`src/design/cau_pkg.sv`:
```
// shared constants and command codes for the complex arithmetic unit
`default_nettype none

package cau_pkg;

   localparam int FRAC_BITS_DEF  = 12;
   localparam int PART_WIDTH_DEF = 16;

   typedef enum logic [2:0] {
      CMD_ADD  = 3'd0,
      CMD_SUB  = 3'd1,
      CMD_MUL  = 3'd2,
      CMD_DIV  = 3'd3,
      CMD_CONJ = 3'd4,
      CMD_MOD  = 3'd5,
      CMD_EQ   = 3'd6
   } cmd_type;

endpackage

`default_nettype wire

```
`src/design/cau_divider.sv`:
```
// pipelined two-lane restoring divider, one quotient bit per stage, shared divisor
`default_nettype none

module cau_divider #(
   parameter int PART_WIDTH = cau_pkg::PART_WIDTH_DEF,
   parameter int FRAC_BITS  = cau_pkg::FRAC_BITS_DEF,
   parameter int TAG_WIDTH  = 1
) (
   input  wire logic                      clock,
   input  wire logic                      reset,
   input  wire logic                      en,
   input  wire logic                      in_valid,
   input  wire logic [TAG_WIDTH-1:0]      in_tag,
   input  wire logic [2*PART_WIDTH-1:0]   in_num [2],
   input  wire logic [2*PART_WIDTH-1:0]   in_den,
   output logic                           out_valid,
   output logic [TAG_WIDTH-1:0]           out_tag,
   output logic [PART_WIDTH:0]            out_q [2],
   output logic                           out_big [2]
);

   localparam int NUMW = 2 * PART_WIDTH;
   localparam int K    = PART_WIDTH + 1;
   localparam int NW   = NUMW + FRAC_BITS;

   logic [K:0]           valid_ff, valid_in;
   logic [TAG_WIDTH-1:0] tag_ff  [0:K];
   logic [TAG_WIDTH-1:0] tag_in  [0:K];
   logic [NUMW-1:0]      den_ff  [0:K];
   logic [NUMW-1:0]      den_in  [0:K];
   logic [NUMW-1:0]      rem_ff  [0:K][2];
   logic [NUMW-1:0]      rem_in  [0:K][2];
   logic [K-1:0]         low_ff  [0:K][2];
   logic [K-1:0]         low_in  [0:K][2];
   logic [K-1:0]         q_ff    [0:K][2];
   logic [K-1:0]         q_in    [0:K][2];
   logic                 big_ff  [0:K][2];
   logic                 big_in  [0:K][2];

   always_comb begin
      logic [NW-1:0]   n_full;
      logic [NW-1:0]   n_hi;
      logic [NUMW:0]   rr;
      logic [NUMW:0]   diff;
      logic            ge;
      valid_in[0] = in_valid;
      tag_in[0]   = in_tag;
      den_in[0]   = in_den;
      for (int l = 0; l < 2; l++) begin
         n_full = NW'(in_num[l]) << FRAC_BITS;
         n_hi   = n_full >> K;
         // quotient would not fit in K bits
         big_in[0][l] = n_hi >= NW'(in_den);
         rem_in[0][l] = n_hi[NUMW-1:0];
         low_in[0][l] = n_full[K-1:0];
         q_in[0][l]   = '0;
      end
      for (int s = 1; s <= K; s++) begin
         valid_in[s] = valid_ff[s-1];
         tag_in[s]   = tag_ff[s-1];
         den_in[s]   = den_ff[s-1];
         for (int l = 0; l < 2; l++) begin
            rr   = {rem_ff[s-1][l], low_ff[s-1][l][K-1]};
            diff = rr - {1'b0, den_ff[s-1]};
            ge   = rr >= {1'b0, den_ff[s-1]};
            rem_in[s][l] = ge ? diff[NUMW-1:0] : rr[NUMW-1:0];
            q_in[s][l]   = {q_ff[s-1][l][K-2:0], ge};
            low_in[s][l] = low_ff[s-1][l] << 1;
            big_in[s][l] = big_ff[s-1][l];
         end
      end
   end

   always_ff @(posedge clock) begin
      if (reset) begin
         valid_ff <= '0;
      end else if (en) begin
         valid_ff <= valid_in;
      end
   end

   always_ff @(posedge clock) begin
      if (en) begin
         tag_ff <= tag_in;
         den_ff <= den_in;
         rem_ff <= rem_in;
         low_ff <= low_in;
         q_ff   <= q_in;
         big_ff <= big_in;
      end
   end

   assign out_valid  = valid_ff[K];
   assign out_tag    = tag_ff[K];
   assign out_q[0]   = q_ff[K][0];
   assign out_q[1]   = q_ff[K][1];
   assign out_big[0] = big_ff[K][0];
   assign out_big[1] = big_ff[K][1];

endmodule

`default_nettype wire
```
`config.mk`:
```
export PLATFORM = sky130hd
export DESIGN_NAME = cau_divider
export DESIGN_NICKNAME = d
export VERILOG_FILES = /design/src/design/cau_pkg.sv /design/src/design/cau_divider.sv
export SDC_FILE = /design/constraint.sdc
export NUM_CORES = 2
export LEC_CHECK = 0
export BUFFER_PORTS_ARGS = -buffer_cell sky130_fd_sc_hd__buf_4
export CAP_MARGIN = 20
export CORE_MARGIN = 5
export CORE_UTILIZATION = 30
export DETAILED_ROUTE_END_ITERATION = 12
export PLACE_DENSITY_LB_ADDON = 0.25
export REMOVE_ABC_BUFFERS = 1
export SLEW_MARGIN = 20
export SYNTH_ARGS = -nofsm -noshare
export SYNTH_HDL_FRONTEND = slang
export SYNTH_SLANG_ARGS = --single-unit
```
`constraint.sdc`:
```
create_clock -name clock -period 4.57 [get_ports clock]
set_clock_uncertainty 0.2 [all_clocks]
set_input_delay 0.457 -clock clock [delete_from_list [all_inputs] [get_ports clock]]
set_output_delay 0.457 -clock clock [all_outputs]
set_load 0.01 [all_outputs]
```
==> flow_summary.json <==
{
  "max_freq_mhz": 220,
  "min_period_ns": 4.55,
  "slew_headroom_pct": 22.5,
  "cts_max_level": 4,
  "fin_area_um2": 148000,
  "numCtsBuffers": 236,
  "cts_tree": "done",
  "cpLargestDelayFamily": "compound AO/OA/AOI/OAI gates",
  "first_global_vias": 95400,
  "cpPeakStageDelay_ns": 0.40,
  "cap_violations": 0,
  "io_buffers": 138,
  "io_pins": 139,
  "finalHoldViolations": 0,
  "synth-main-ff-cell": "edfxtp_1",
  "min_to": "den_ff[544]",
  "crit_chain": "inv_1, ha_1, and3_1, and4_1, o21ai_0, buf_4, a21oi_1, o21ai_1, buf_4, o21ai_0, a21oi_2, o31a_1, o21ai_0, a211o_1, buf_12, mux2_2",
  "synthCells": 12100,
  "yosysMostFrequentCell": "edfxtp_1",
  "hold_ws_ns": 0.0802,
  "synth-seq-cells": 2030,
  "netlist.area_leader.share_pct": 47.5,
  "drcViolationCount": 0,
  "r2r_slack_ns": 0.02,
  "syn-cell-area_um2": 127000,
  "ff2ff_path_depth": 16,
  "async_flop_share_pct": 0,
  "power.density_nw_per_um2": 680,
  "critPathMostFrequentCell": "o21ai_0",
  "yosysUniqueCellTypes": 90,
  "syn_to_final_growth_pct": 16.4,
  "final.setup.tns_ns": 0,
  "layout.nets": 14100,
  "coreArea_um2": 423000,
  "die-area_um2": 437000,
  "finalSetupViolCount": 0,
  "drt_wl_total_um": 362000,
  "cp.buffers_inverters": 4,
  "fin_util_pct": 35.0,
  "final-max-slew-violation-count": 0,
  "hold_path_class": "in -> reg",
  "peakVddDrop_mv": 0.385,
  "grt_first_pass_wirelength_um": 545000,
  "start_util_pct": 30.0,
  "synth_top_area_cell": "edfxtp_1",
  "place_hpwl_um": 292000,
  "critPathKind": "reg -> reg",
  "p_leak_nw": 60.3,
  "dpl-instance-area_um2": 139000,
  "cts-root-buf": "clkbuf_16",
  "crit_path_max_fanout": 33,
  "ant_nets": 0,
  "vias_per_cell": 4.87,
  "path_clk_slew_ns": 0.06,
  "timing.rr.end": "rem_ff[775]",
  "run_status": "finished, final reports clean",
  "min_delay_path_depth": 2,
  "gp_congestion": 0.915,
  "synth_warnings": 0,
  "synth_top_cells_by_area": "edfxtp_1 (48%), ha_1 (11%), a21oi_1 (4.2%), o21ai_0 (3.9%), a21o_1 (3.5%)",
  "antenna_found_initial": 3,
  "synth_edf_count": 2012,
  "die_w_um": 661,
  "cpMaxStageDelayCell": "a21oi_1",
  "avgSynthCellArea_um2": 10.5,
  "required_ns": 5.05,
  "synth_common_cells": "edfxtp_1 (2012), ha_1 (1132), nand2_1 (1080)",
  "cts.sinks": 2030,
  "setup.worst_path.start_class": "flop",
  "clkLatencyLatePin_ns": 0.93,
  "cp.depth": 16,
  "hp-start": "in_den[0]",
  "grt-ovfl-total": 0,
  "end_kind": "flop",
  "drive_gt1_share_pct": 10.4,
  "wl_per_cell_um": 19.4,
  "vias": 90800,
  "grt_max_degree": 132,
  "rr_startpoint": "den_ff[424]",
  "critPathArrivalTime_ns": 5.02,
  "dr.pass1.iters": 7,
  "tightest_slew_ns": 1.15,
  "grt_usage_pct": 16.1,
  "seq_area_frac_synth_pct": 47.8,
  "rows": 239,
  "period_share_pct": 99.5,
  "clockBufferDepth": 4,
  "die_height_um": 661,
  "drt_iter0_drc": 4632
}
[kinds of logic (layout without fill, tap and decap cells)]
group           count (synthesis)  count (layout)  share of synthesized area [%]
mux                           308             308                           2.70
buf+inv                      1192            2102                           3.66
other cells                     0               1                              0
flops                        2030            2030                           47.8
fa+ha+maj                    1164            1164                           11.6
simple gates                 2948            2948                           10.8
compound gates               3577            3577                           17.4
xor+xnor                      866             866                           5.97
[registers in the layout, summed over array words and instances (netlist names)]
| name | cells |
|---|---|
| big_ff | 34 |
| den_ff | 544 |
| low_ff | 30 |
| out_big | 2 |
| out_q | 34 |
| out_tag | 1 |
| q_ff | 272 |
| rem_ff | 1078 |
| tag_ff | 17 |
| valid_ff | 18 |
[cell usage in the layout (no fill, tap or decap), types with 130 or more instances in the layout]
cell           synthesis  final
edfxtp_1            2012   2012
ha_1                1132   1130
nand2_1             1080   1078
a21oi_1             1072   1067
o21ai_0              979    974
inv_1                818    818
nor2_1               706    705
buf_4                 36    604
a21o_1               589    587
xnor2_1              466    466
xor2_1               400    400
mux2_2               250    250
clkbuf_16              0    239
nand3_1              209    209
dlygate4sd3_1          0    193
nand4_1              171    171
nand2b_1             158    158
nor2b_1              157    157
o21a_1               141    141
nor3_1               130    130
[stage by stage]
stage / setup WS, ns / cells / total power, W
final: 0.0248 / 18700 / 0.101
after global routing: -0.0152 / 18700 / 0.108
after global placement: -0.105 / 18000 / 0.0821
after detailed placement: -0.108 / 18000 / 0.0821
after CTS: 0.0101 / 18700 / 0.101
after floorplan: -1.81 / 11700 / 0.0649
[report_power, final]
part	switching (W)	internal, W
Clock	0.00789	0.0107
Combinational	0.0288	0.0218
Sequential	0.00316	0.0283
[layer usage]
layer / global-route usage (%) / part of all wire [%]
met5: 0 / 0
met4: 10.6 / 7.8
met3: 1.46 / 2.2
met2: 32.3 / 55
met1: 15.3 / 35
[what timing repair did]
item / CTS / global route
endpoints found under the hold margin: 163 / 0
resized for setup: 5 / 18
endpoints found under the setup margin: 45 / 140
buffers inserted: 0 / 1
hold buffers: 193 / 0
gates cloned: 0 / 1
pin swaps: 0 / 2
[worst max-delay path by stage]
stage,slack (ns),end,from
after global routing,-0.02,rem_ff[371],den_ff[193]
after global placement,-0.10,rem_ff[737],den_ff[385]
final,0.02,rem_ff[775],den_ff[424]
after detailed placement,-0.11,rem_ff[775],den_ff[430]
after CTS,0.01,rem_ff[912],den_ff[484]
after floorplan,-1.81,rem_ff[867],den_ff[449]
[cell type report]
class / instances / area [um2]
fillers: 42400 / 275000
multi-input cells: 8863 / 62000
clock buffers: 277 / 6100
repair buffers: 853 / 7590
clock inverters: 154 / 1340
inverters: 818 / 3070
flip-flops and latches: 2030 / 60800
diodes: 1 / 2.50
well taps: 5663 / 7090
(Power assumes the default switching activity.)
